File: src/hdl/pcmmix_pkg.sv
// Shared types and constants for the PCM mixer.
// No dependencies.
`default_nettype none
package pcmmix_pkg;

    localparam int SAMPLE_W      = 16;
    localparam int BYTE_W        = 8;
    localparam int GAIN_W        = 8;
    localparam int CNT_W         = 4;
    localparam int SHIFT_W       = 2;
    localparam int NUM_LANES     = 8;
    localparam int MAX_LANES_DEF = 8;
    localparam int CFG_ADDR_W    = 2;
    localparam int CFG_DATA_W    = 8;

    localparam logic [CNT_W-1:0]  ACTIVE_RST = CNT_W'(0);
    localparam logic              FORMAT_RST = 1'b1;
    localparam logic [GAIN_W-1:0] GAIN3_RST  = GAIN_W'(85);
    localparam logic [GAIN_W-1:0] GAIN5_RST  = GAIN_W'(51);

    // silence level of unsigned 8-bit samples
    localparam logic [SAMPLE_W-1:0] SILENCE_U8 = SAMPLE_W'(128);

    typedef enum logic [CFG_ADDR_W-1:0] {
        CFG_ACTIVE = 2'd0,
        CFG_FORMAT = 2'd1,
        CFG_GAIN3  = 2'd2,
        CFG_GAIN5  = 2'd3
    } cfg_idx_e;

    typedef logic [SAMPLE_W-1:0] sample_t;

    typedef struct packed {
        logic               wide;
        logic               use_mul;
        logic [GAIN_W-1:0]  gain;
        logic [SHIFT_W-1:0] shift;
    } mix_ctrl_t;

endpackage
`default_nettype wire

File: src/hdl/pcm_mixer_with_count_attenuation.sv
// PCM mixer: sums one sample position of up to eight streams, attenuated by
// stream count (shift, or gain multiply for three and five streams), in
// unsigned 8-bit or signed 16-bit form. Accepts one sample position per cycle
// while m_ready does not hold the pipeline, through registered stages: input
// register, per-lane multiply/shift, pair adds, final add into the output
// register. Each stage holds under back-pressure and fills bubbles on its own.
// Write configuration only while the pipeline is empty.
`default_nettype none
module pcm_mixer_with_count_attenuation #(
    parameter int MAX_LANES = pcmmix_pkg::MAX_LANES_DEF
) (
    input  logic                                aclk,
    input  logic                                aresetn,
    input  logic                                cfg_wr_en,
    input  logic [pcmmix_pkg::CFG_ADDR_W-1:0]   cfg_addr,
    input  logic [pcmmix_pkg::CFG_DATA_W-1:0]   cfg_wdata,
    input  logic                                s_valid,
    output logic                                s_ready,
    input  logic [pcmmix_pkg::SAMPLE_W-1:0]     s_lane_0,
    input  logic [pcmmix_pkg::SAMPLE_W-1:0]     s_lane_1,
    input  logic [pcmmix_pkg::SAMPLE_W-1:0]     s_lane_2,
    input  logic [pcmmix_pkg::SAMPLE_W-1:0]     s_lane_3,
    input  logic [pcmmix_pkg::SAMPLE_W-1:0]     s_lane_4,
    input  logic [pcmmix_pkg::SAMPLE_W-1:0]     s_lane_5,
    input  logic [pcmmix_pkg::SAMPLE_W-1:0]     s_lane_6,
    input  logic [pcmmix_pkg::SAMPLE_W-1:0]     s_lane_7,
    output logic                                m_valid,
    input  logic                                m_ready,
    output logic [pcmmix_pkg::SAMPLE_W-1:0]     m_mixed_sample
);
    import pcmmix_pkg::*;

    logic [CNT_W-1:0]  active_reg;
    logic              format_reg;
    logic [GAIN_W-1:0] gain3_reg;
    logic [GAIN_W-1:0] gain5_reg;

    mix_ctrl_t ctrl;
    logic [NUM_LANES-1:0] lane_on;

    logic v1_reg, v2_reg, v3_reg, v4_reg;
    logic v1_next, v2_next, v3_next, v4_next;
    logic rdy1, rdy2, rdy3, rdy4;

    sample_t in_lanes [NUM_LANES];
    sample_t lane_reg [NUM_LANES];
    sample_t terms    [NUM_LANES];

    // configuration registers
    always_ff @(posedge aclk) begin
        if (!aresetn) begin
            active_reg <= ACTIVE_RST;
            format_reg <= FORMAT_RST;
            gain3_reg  <= GAIN3_RST;
            gain5_reg  <= GAIN5_RST;
        end else if (cfg_wr_en) begin
            case (cfg_idx_e'(cfg_addr))
                CFG_ACTIVE: active_reg <= cfg_wdata[CNT_W-1:0];
                CFG_FORMAT: format_reg <= cfg_wdata[0];
                CFG_GAIN3:  gain3_reg  <= cfg_wdata[GAIN_W-1:0];
                CFG_GAIN5:  gain5_reg  <= cfg_wdata[GAIN_W-1:0];
                default: ;
            endcase
        end
    end

    // attenuation chosen by stream count
    always_comb begin
        ctrl.wide    = format_reg;
        ctrl.use_mul = 1'b0;
        ctrl.gain    = '0;
        case (active_reg)
            4'd0, 4'd1: ctrl.shift = SHIFT_W'(0);
            4'd2:       ctrl.shift = SHIFT_W'(1);
            4'd3: begin
                ctrl.shift   = SHIFT_W'(0);
                ctrl.use_mul = 1'b1;
                ctrl.gain    = gain3_reg;
            end
            4'd4:       ctrl.shift = SHIFT_W'(2);
            4'd5: begin
                ctrl.shift   = SHIFT_W'(0);
                ctrl.use_mul = 1'b1;
                ctrl.gain    = gain5_reg;
            end
            default:    ctrl.shift = SHIFT_W'(3);
        endcase
    end

    always_comb begin
        for (int i = 0; i < NUM_LANES; i++) begin
            lane_on[i] = (i < MAX_LANES) && (active_reg > CNT_W'(i));
        end
    end

    // per-stage ready: a stage loads when empty or when its result moves on
    assign rdy4    = !v4_reg || m_ready;
    assign rdy3    = !v3_reg || rdy4;
    assign rdy2    = !v2_reg || rdy3;
    assign rdy1    = !v1_reg || rdy2;
    assign s_ready = rdy1;

    assign v1_next = rdy1 ? s_valid : v1_reg;
    assign v2_next = rdy2 ? v1_reg  : v2_reg;
    assign v3_next = rdy3 ? v2_reg  : v3_reg;
    assign v4_next = rdy4 ? v3_reg  : v4_reg;

    always_ff @(posedge aclk) begin
        if (!aresetn) begin
            v1_reg <= 1'b0;
            v2_reg <= 1'b0;
            v3_reg <= 1'b0;
            v4_reg <= 1'b0;
        end else begin
            v1_reg <= v1_next;
            v2_reg <= v2_next;
            v3_reg <= v3_next;
            v4_reg <= v4_next;
        end
    end

    assign in_lanes[0] = s_lane_0;
    assign in_lanes[1] = s_lane_1;
    assign in_lanes[2] = s_lane_2;
    assign in_lanes[3] = s_lane_3;
    assign in_lanes[4] = s_lane_4;
    assign in_lanes[5] = s_lane_5;
    assign in_lanes[6] = s_lane_6;
    assign in_lanes[7] = s_lane_7;

    always_ff @(posedge aclk) begin
        if (rdy1 && s_valid) begin
            for (int i = 0; i < NUM_LANES; i++) begin
                lane_reg[i] <= in_lanes[i];
            end
        end
    end

    for (genvar g = 0; g < NUM_LANES; g++) begin : g_lane
        pcmmix_term u_term (
            .aclk     (aclk),
            .load     (rdy2 && v1_reg),
            .lane_on  (lane_on[g]),
            .ctrl     (ctrl),
            .raw      (lane_reg[g]),
            .term_reg (terms[g])
        );
    end

    pcmmix_tree u_tree (
        .aclk      (aclk),
        .load_pair (rdy3 && v2_reg),
        .load_out  (rdy4 && v3_reg),
        .wide      (format_reg),
        .terms     (terms),
        .sum_reg   (m_mixed_sample)
    );

    assign m_valid = v4_reg;

endmodule
`default_nettype wire

File: src/hdl/pcmmix_term.sv
// One lane's attenuation cell: gain multiply or shift (zero when the lane is off), registered.
// Depends on pcmmix_pkg.
`default_nettype none
module pcmmix_term (
    input  logic                 aclk,
    input  logic                 load,
    input  logic                 lane_on,
    input  pcmmix_pkg::mix_ctrl_t ctrl,
    input  pcmmix_pkg::sample_t  raw,
    output pcmmix_pkg::sample_t  term_reg
);
    import pcmmix_pkg::*;

    logic signed [SAMPLE_W:0]          operand;
    logic signed [SAMPLE_W+GAIN_W+1:0] product;
    logic signed [SAMPLE_W:0]          shifted;
    sample_t                           term_next;

    always_comb begin
        // 8-bit samples are zero extended so one datapath serves both modes
        operand = ctrl.wide ? {raw[SAMPLE_W-1], raw}
                            : {{(SAMPLE_W-BYTE_W+1){1'b0}}, raw[BYTE_W-1:0]};
        product = operand * $signed({1'b0, ctrl.gain});
        shifted = operand >>> ctrl.shift;
        if (!lane_on) begin
            term_next = '0;
        end else if (ctrl.use_mul) begin
            term_next = product[GAIN_W +: SAMPLE_W];
        end else begin
            term_next = shifted[SAMPLE_W-1:0];
        end
    end

    always_ff @(posedge aclk) begin
        if (load) begin
            term_reg <= term_next;
        end
    end

endmodule
`default_nettype wire

File: src/hdl/pcmmix_tree.sv
// Two-level registered adder tree: pair sums, then final sum with silence offset in 8-bit mode.
// Depends on pcmmix_pkg.
`default_nettype none
module pcmmix_tree (
    input  logic                aclk,
    input  logic                load_pair,
    input  logic                load_out,
    input  logic                wide,
    input  pcmmix_pkg::sample_t terms [pcmmix_pkg::NUM_LANES],
    output pcmmix_pkg::sample_t sum_reg
);
    import pcmmix_pkg::*;

    localparam int PAIRS = NUM_LANES / 2;

    sample_t pair_reg  [PAIRS];
    sample_t pair_next [PAIRS];
    sample_t sum_next;
    sample_t acc;

    always_comb begin
        for (int i = 0; i < PAIRS; i++) begin
            pair_next[i] = terms[2*i] + terms[2*i+1];
        end
        acc = wide ? '0 : SILENCE_U8;
        for (int i = 0; i < PAIRS; i++) begin
            acc = acc + pair_reg[i];
        end
        // 8-bit mode wraps modulo 256
        sum_next = wide ? acc : {{(SAMPLE_W-BYTE_W){1'b0}}, acc[BYTE_W-1:0]};
    end

    always_ff @(posedge aclk) begin
        if (load_pair) begin
            for (int i = 0; i < PAIRS; i++) begin
                pair_reg[i] <= pair_next[i];
            end
        end
        if (load_out) begin
            sum_reg <= sum_next;
        end
    end

endmodule
`default_nettype wire

File: config.mk
export PLATFORM = sky130hd
export DESIGN_NAME = pcm_mixer_with_count_attenuation
export DESIGN_NICKNAME = d
export VERILOG_FILES = /design/src/hdl/pcmmix_pkg.sv /design/src/hdl/pcm_mixer_with_count_attenuation.sv /design/src/hdl/pcmmix_term.sv /design/src/hdl/pcmmix_tree.sv
export SDC_FILE = /design/constraint.sdc
export NUM_CORES = 2
export LEC_CHECK = 0
export ABC_AREA = 1
export BUFFER_PORTS_ARGS = -buffer_cell sky130_fd_sc_hd__clkbuf_2
export CAP_MARGIN = 20
export CORE_MARGIN = 2
export CORE_UTILIZATION = 59
export CTS_CLUSTER_DIAMETER = 80
export DETAILED_ROUTE_END_ITERATION = 7
export PLACE_DENSITY = 0.9
export SETUP_SLACK_MARGIN = 0.3
export SYNTH_ARGS = -nofsm -noshare
export SYNTH_HDL_FRONTEND = slang
export SYNTH_SLANG_ARGS = --single-unit
File: constraint.sdc
create_clock -name aclk -period 6.52 [get_ports aclk]
set_input_delay 0.652 -clock aclk [delete_from_list [all_inputs] [get_ports aclk]]
set_output_delay 0.652 -clock aclk [all_outputs]
set_load 0.01 [all_outputs]
# Word-level counts from Yosys, hierarchy flattened
# Memory sizes are Yosys's and may differ from the RTL's.
# Cells that the tools add are included.
# Widths: inputs -> output; s select.
# totals
ff_bits	169
ram_bits	192
in_bits	143
output_inout_bits	18
word_cells	102
n_memories	2
# op_classes
add_sub_neg	8
multipliers	8
magnitude_cmp	8
n_eq_ne	8
n_shift	8
mux	23
reduce_logical	19
# memory_table
memory	depth	word_bits	rd	rd_clocked_by_memory_dff	wr	line	text
lane_reg	8	16	8	0	8	pcm_mixer_with_count_attenuation.sv:46	sample_t lane_reg [NUM_LANES];
u_tree.pair_reg	4	16	4	0	4	pcmmix_tree.sv:16	sample_t pair_reg [PAIRS];
# op_table
operator	count
$mul 17x9->24	8
$mux 17	8
$sshr 17x2->16	8
$add 16x16->16	8
$mux 16	8
$pmux 9 s2	1
$gt 4x3->1 const B	4
$eq 4x2->1 const B	2
$eq 4x3->1 const B	2
$gt 4x1->1 const B	2
$gt 4x2->1 const B	2
$mux 8	1
$reduce_and 2->1	4
$pmux 2 s3	1
$eq 2x2->1 const B	2
$eq 4x1->1 const B	1
$logic_and 1x1->1	4
$logic_not 1->1	4
$logic_not 4->1	1
$logic_or 1x1->1	4
$mux 1	4
$reduce_or 4->1	1
$eq 2x1->1 const B	1
$logic_not 2->1	1

# Longest topological paths before layout
# logic_depth
depth_word	8
ltp_mapped	31
depth_no_buf	28

# Modules after synthesis
# From an unflattened synthesis, not the netlist that was laid out.
# hier_totals
hier_cells	7640
hier_area_um2	58115.7
# modules_own_cells
module	instances	cells_each	area_each_um2	seq_area_each_um2
pcmmix_term (g_lane[3].u_term ...)	3	800	5709.2	480.5
pcmmix_term (g_lane[0].u_term ...)	2	815	5736.8	480.5
pcmmix_tree	1	893	7365.8	2402.3
pcmmix_term (g_lane[7].u_term)	1	820	5749.3	480.5
pcmmix_term (g_lane[6].u_term)	1	816	5746.8	480.5
pcmmix_term (g_lane[2].u_term)	1	803	5710.5	480.5
pcm_mixer_with_count_attenuation	1	278	4942.2	4344.2

# Least setup slack after synthesis
# Ideal clock, no wire load.
# synth_path
kind	input to register
start	in m_ready
end	mem lane_reg[0][0] (netlist name), enable pin
setup_ns	0.620
arrival_ns	6.377
required_ns	5.900
path_slack_ns	-0.477
stages	8
n_path_buf	0
path_cell_list	nor2_1 inv_1 nor2_1 inv_1 nor2_1 inv_1 nor2_1 nor2_1
# synth_rtl
item	line	text
start, declared	pcm_mixer_with_count_attenuation.sv:28	input logic m_ready,
end, declared	pcm_mixer_with_count_attenuation.sv:46	

# Worst setup path in the final report
# layout_path
start	reg format_reg
end	reg g_lane[0].u_term.term_reg[10], data pin
# layout_between
elab_chain_len	3
word_cells_on_any_way	4
cone_classes	mul (1); shift (1); mux (2)
# layout_lines
item	line	text
start, declared	pcm_mixer_with_count_attenuation.sv:34	logic format_reg;
start signal, assigned	pcm_mixer_with_count_attenuation.sv:59	CFG_FORMAT: format_reg <= cfg_wdata[0];
$mux 17 (*)	pcmmix_term.sv:21	operand = ctrl.wide ? {raw[SAMPLE_W-1], raw}
$mul 17x9->24 or $sshr 17x2->16 (tied branches)	pcmmix_term.sv:23, pcmmix_term.sv:24	
$mux 16 (*)	pcmmix_term.sv:27	end else if (ctrl.use_mul) begin
end signal, assigned	pcmmix_term.sv:36	term_reg <= term_next;
end, declared	pcmmix_term.sv:10	output pcmmix_pkg::sample_t term_reg
# Mark *: on every way between the ends. The rest lies on a longest branch, timed or not.
# A chain may end at the register's enable or synchronous reset.

==> key figures <==
Outcome
  • Status: complete, no violations

Timing
  • Fin. Hold Viols: 0
  • Achievable frequency: 164 MHz
  • RSZ-0062 raised after global routing: yes
  • Final setup fails: 0
  • Tcrit/Tclk final: between 90% and 100%
  • Post-Route Setup TNS: 0 ns
  • Final Max Tran Viols: 0
  • Minimum clock period: just over 6 ns
  • Normalized max-slew margin: around 30%
  • Worst-Margin Slew: 1.05 ns
  • Clk_skew: around 0.017 ns

Floorplan
  • Initial core utilization: between 50% and 60%
  • # IOs: roughly 160
  • Placement Rows: 109
  • Die W: between 300 and 400 um
  • Core Box Area: about 88000 um2
  • Die area: about 91000 um2
  • Die Height: ~300 um

Logic synthesis
  • Async S/R FF share, synth: 0%
  • Mapped Nets: 7766
  • Syn_area_per_cell: 8.17 um2
  • Sequential fraction of the synthesis area: about a fifth
  • Synth Register Bits: between 300 and 400
  • Dominant cells by area after synthesis: fa_1 (30%), edfxtp_1 (19%), inv_1 (10%)
  • Mapped Area: approximately 52000 um2
  • Yosys warnings: 0
  • Distinct cells, synth: 48
  • Synth Flop Type: edfxtp_1
  • Largest area contributor in the netlist: fa_1
  • Mapped Cells: between 6000 and 7000
  • Top cell type's share of synthesized area: between 30% and 40%
  • Post-synth EDFFs: around 340

Route
  • Final routed DRC violation total: 0
  • TritonRoute pass-1 iters: 6
  • Vias post-DR: approximately 44000
  • Routed Antenna Nets: 0
  • DR WL/cell: 18.9 um
  • Initial DRC count: about 4400
  • Final wirelength: 145000 um
  • Vias per std cell: approximately 5.7

Setup path
  • CP Cell Sequence: nand2_1 > inv_1 > nand2_1 > fa_1 > inv_1 > fa_1 > fa_1 > inv_1 > fa_1 > inv_1 > ha_1 > a21oi_1 > o21ai_0 > a21oi_1 > nand2_1 > a21oi_1 > xnor2_1 > nand2_1 > a21oi_1
  • Reg2reg start: format_reg
  • Worst setup startpoint: format_reg
  • Required time of the worst setup path: roughly 6.9 ns
  • CP max FO: between 40 and 50
  • WP data arrival: 6.48 ns
  • Worst Setup End Kind: register
  • Startpoint Class: register
  • WS Path Type: reg2reg
  • CP max-delay cell: dfxtp_4
  • Crit path largest cell delay: around 0.9 ns

CTS
  • Max clock buf depth: 3
  • Clock H-tree levels: 2
  • Clock slew at reported path FFs: about 0.070 ns
  • Cts repair resizes: 0
  • Worst skew pair latency: between 0.6 and 0.7 ns
  • Hold buffer count at CTS: 0
  • Post-CTS Setup Inserts: 0
  • Total CTS buffers: between 40 and 50
  • CTS tree: built
  • Clock root cell: clkbuf_16
  • Total clock sinks: 361

Final layout
  • Area Overhead vs Synth: 6.69%
  • Commonest non-fill, non-tap cells in the layout: inv_1 (1417), nand2_1 (1361), fa_1 (791)
  • Commonest non-fill, non-tap cell in the layout: inv_1
  • Layout cells sized above 1: 5.25%
  • Nets: ~8000
  • ANT cells: 0

Power
  • Logic pwr share: between 20 and 25%
  • Share of power burned in registers: 40.7%
  • Worst VDD drop: approximately 0.00023 V
  • Pwr dens: around 120 nW/um2
  • NetSw: roughly 2.3 mW
  • Net Sw Frac: between 30% and 40%
  • Clock power frac: between 30% and 40%
  • Final Power: approximately 7.0 mW
  • Pint: between 4 and 5 mW
  • LEAKAGE: a little under 30 nW

GRT
  • Global-route usage over all layers: between 30% and 40%
  • GR met2 Demand/Resource: 52.4%
  • Initial antenna violation count: 9
  • First-pass GRT wire length: 231000 um
  • Busiest grt layer: met2
  • Largest net degree at the start of global routing: 97
  • Grt met3 use: just under 8%
  • GR Util met1: about 41%
  • Grt ovf: 0
  • Vias in the first global route: ~45000

Placed design
  • HPWL after detailed placement: approximately 110000 um
  • Placer Congestion: about 1.0
  • Port bufs: 160

Min path
  • Worst min path class: in2reg
  • Worst hold start: s_lane_1[6]

Flow run
  • Max_cap viols: 0
## cells in the mapped netlist (3+ instances only)
master	instances
nand3_1	132
dfxtp_1	25
nor4_1	37
nor2_1	617
o21bai_1	18
fa_1	791
a31oi_1	22
nand2_2	8
a21oi_1	363
a221oi_1	3
nand2_1	1366
xor2_1	81
or2_2	8
clkinv_1	3
mux2i_1	4
xnor2_1	50
inv_1	1425
or2_0	9
edfxtp_1	336
o221ai_1	3
nor3_1	24
inv_2	7
o21ai_0	313
clkbuf_1	147
o211ai_1	32
clkbuf_2	5
a21o_1	25
buf_6	3
o31ai_1	4
a211oi_1	8
ha_1	413
nor2_2	6
nand3b_1	17
o21a_1	13
and2_1	9
a21boi_0	3
nand4_1	19
buf_2	36
buf_1	20
nand3_2	3
## cell type report
type	count	area, um2
clock inverter	28	262
multi-input combinational	4411	35700
fill	6950	32300
tap	1165	1460
timing repair buffer	218	1340
inverter	1435	5400
clock buffer	56	1240
sequential	361	10600
## power by group through the flow
stage          clock network, mW  registers [mW]  logic (mW)
6_report                    2.57            2.84        1.57
5_1_grt                     2.69            2.84        1.73
4_1_cts                     2.60            2.83        1.53
3_5_place_dp                   0            2.88        1.51
3_3_place_gp                   0            2.87        1.46
2_1_floorplan                  0            2.81        1.07
## per-layer routing
layer | up-vias | part of all wire (%)
met3 | 597 | 11
met1 | 20900 | 37
met5 | - | 0.082
li1 | 19800 | -
met2 | 2502 | 46
met4 | 18 | 5.6
## final timing paths
kind | endpoint | slack [ns] | cells after the start
worst max-delay path | g_lane[0].u_term.term_reg[10] | 0.43 | 19
worst min-delay path | lane_reg[0][22] | 0.20 | 1
worst max register to register | g_lane[0].u_term.term_reg[10] | 0.43 | 19
worst min register to register | v3_reg | 0.48 | 2
## metrics by stage
step | utilization (%) | hold WS (ns) | area [um2] | worst slack, ns | std cells
floorplan | - | 0.429 | 52500 | 1.10 | 6419
detailed placement | 61.7 | 0.460 | 54400 | 0.491 | 7588
global placement | 61.7 | 0.458 | 54400 | 0.647 | 7588
CTS | 63.4 | 0.180 | 55900 | 0.461 | 7672
finish | 63.4 | 0.201 | 56000 | 0.426 | 7674
global route | 63.4 | 0.183 | 56000 | 0.265 | 7674
## worst max-delay path: cells and delay by family, from the launching register on
| kind | cells | cell delay (ns) |
|---|---|---|
| AO/OA/AOI/OAI | 5 | 1.18 |
| buffers and inverters | 4 | 0.47 |
| XOR/XNOR | 1 | 0.14 |
| adder cells (fa/ha/maj) | 5 | 2.35 |
| flip-flops | 1 | 0.88 |
| AND/OR/NAND/NOR | 4 | 0.79 |
## kinds of logic after synthesis
kind of cell               Yosys count  share of synthesized area [%]
xor gates and xnor gates           131                           2.19
muxes                                4                         0.0763
and+or+nand+nor                   2260                           17.2
AOI/OAI and AO/OA                  812                           8.36
DFF                                361                           20.2
adders and majority gates         1204                           40.0
buffers and inverters             1647                           11.9
Power figures use the tool's default switching activity.
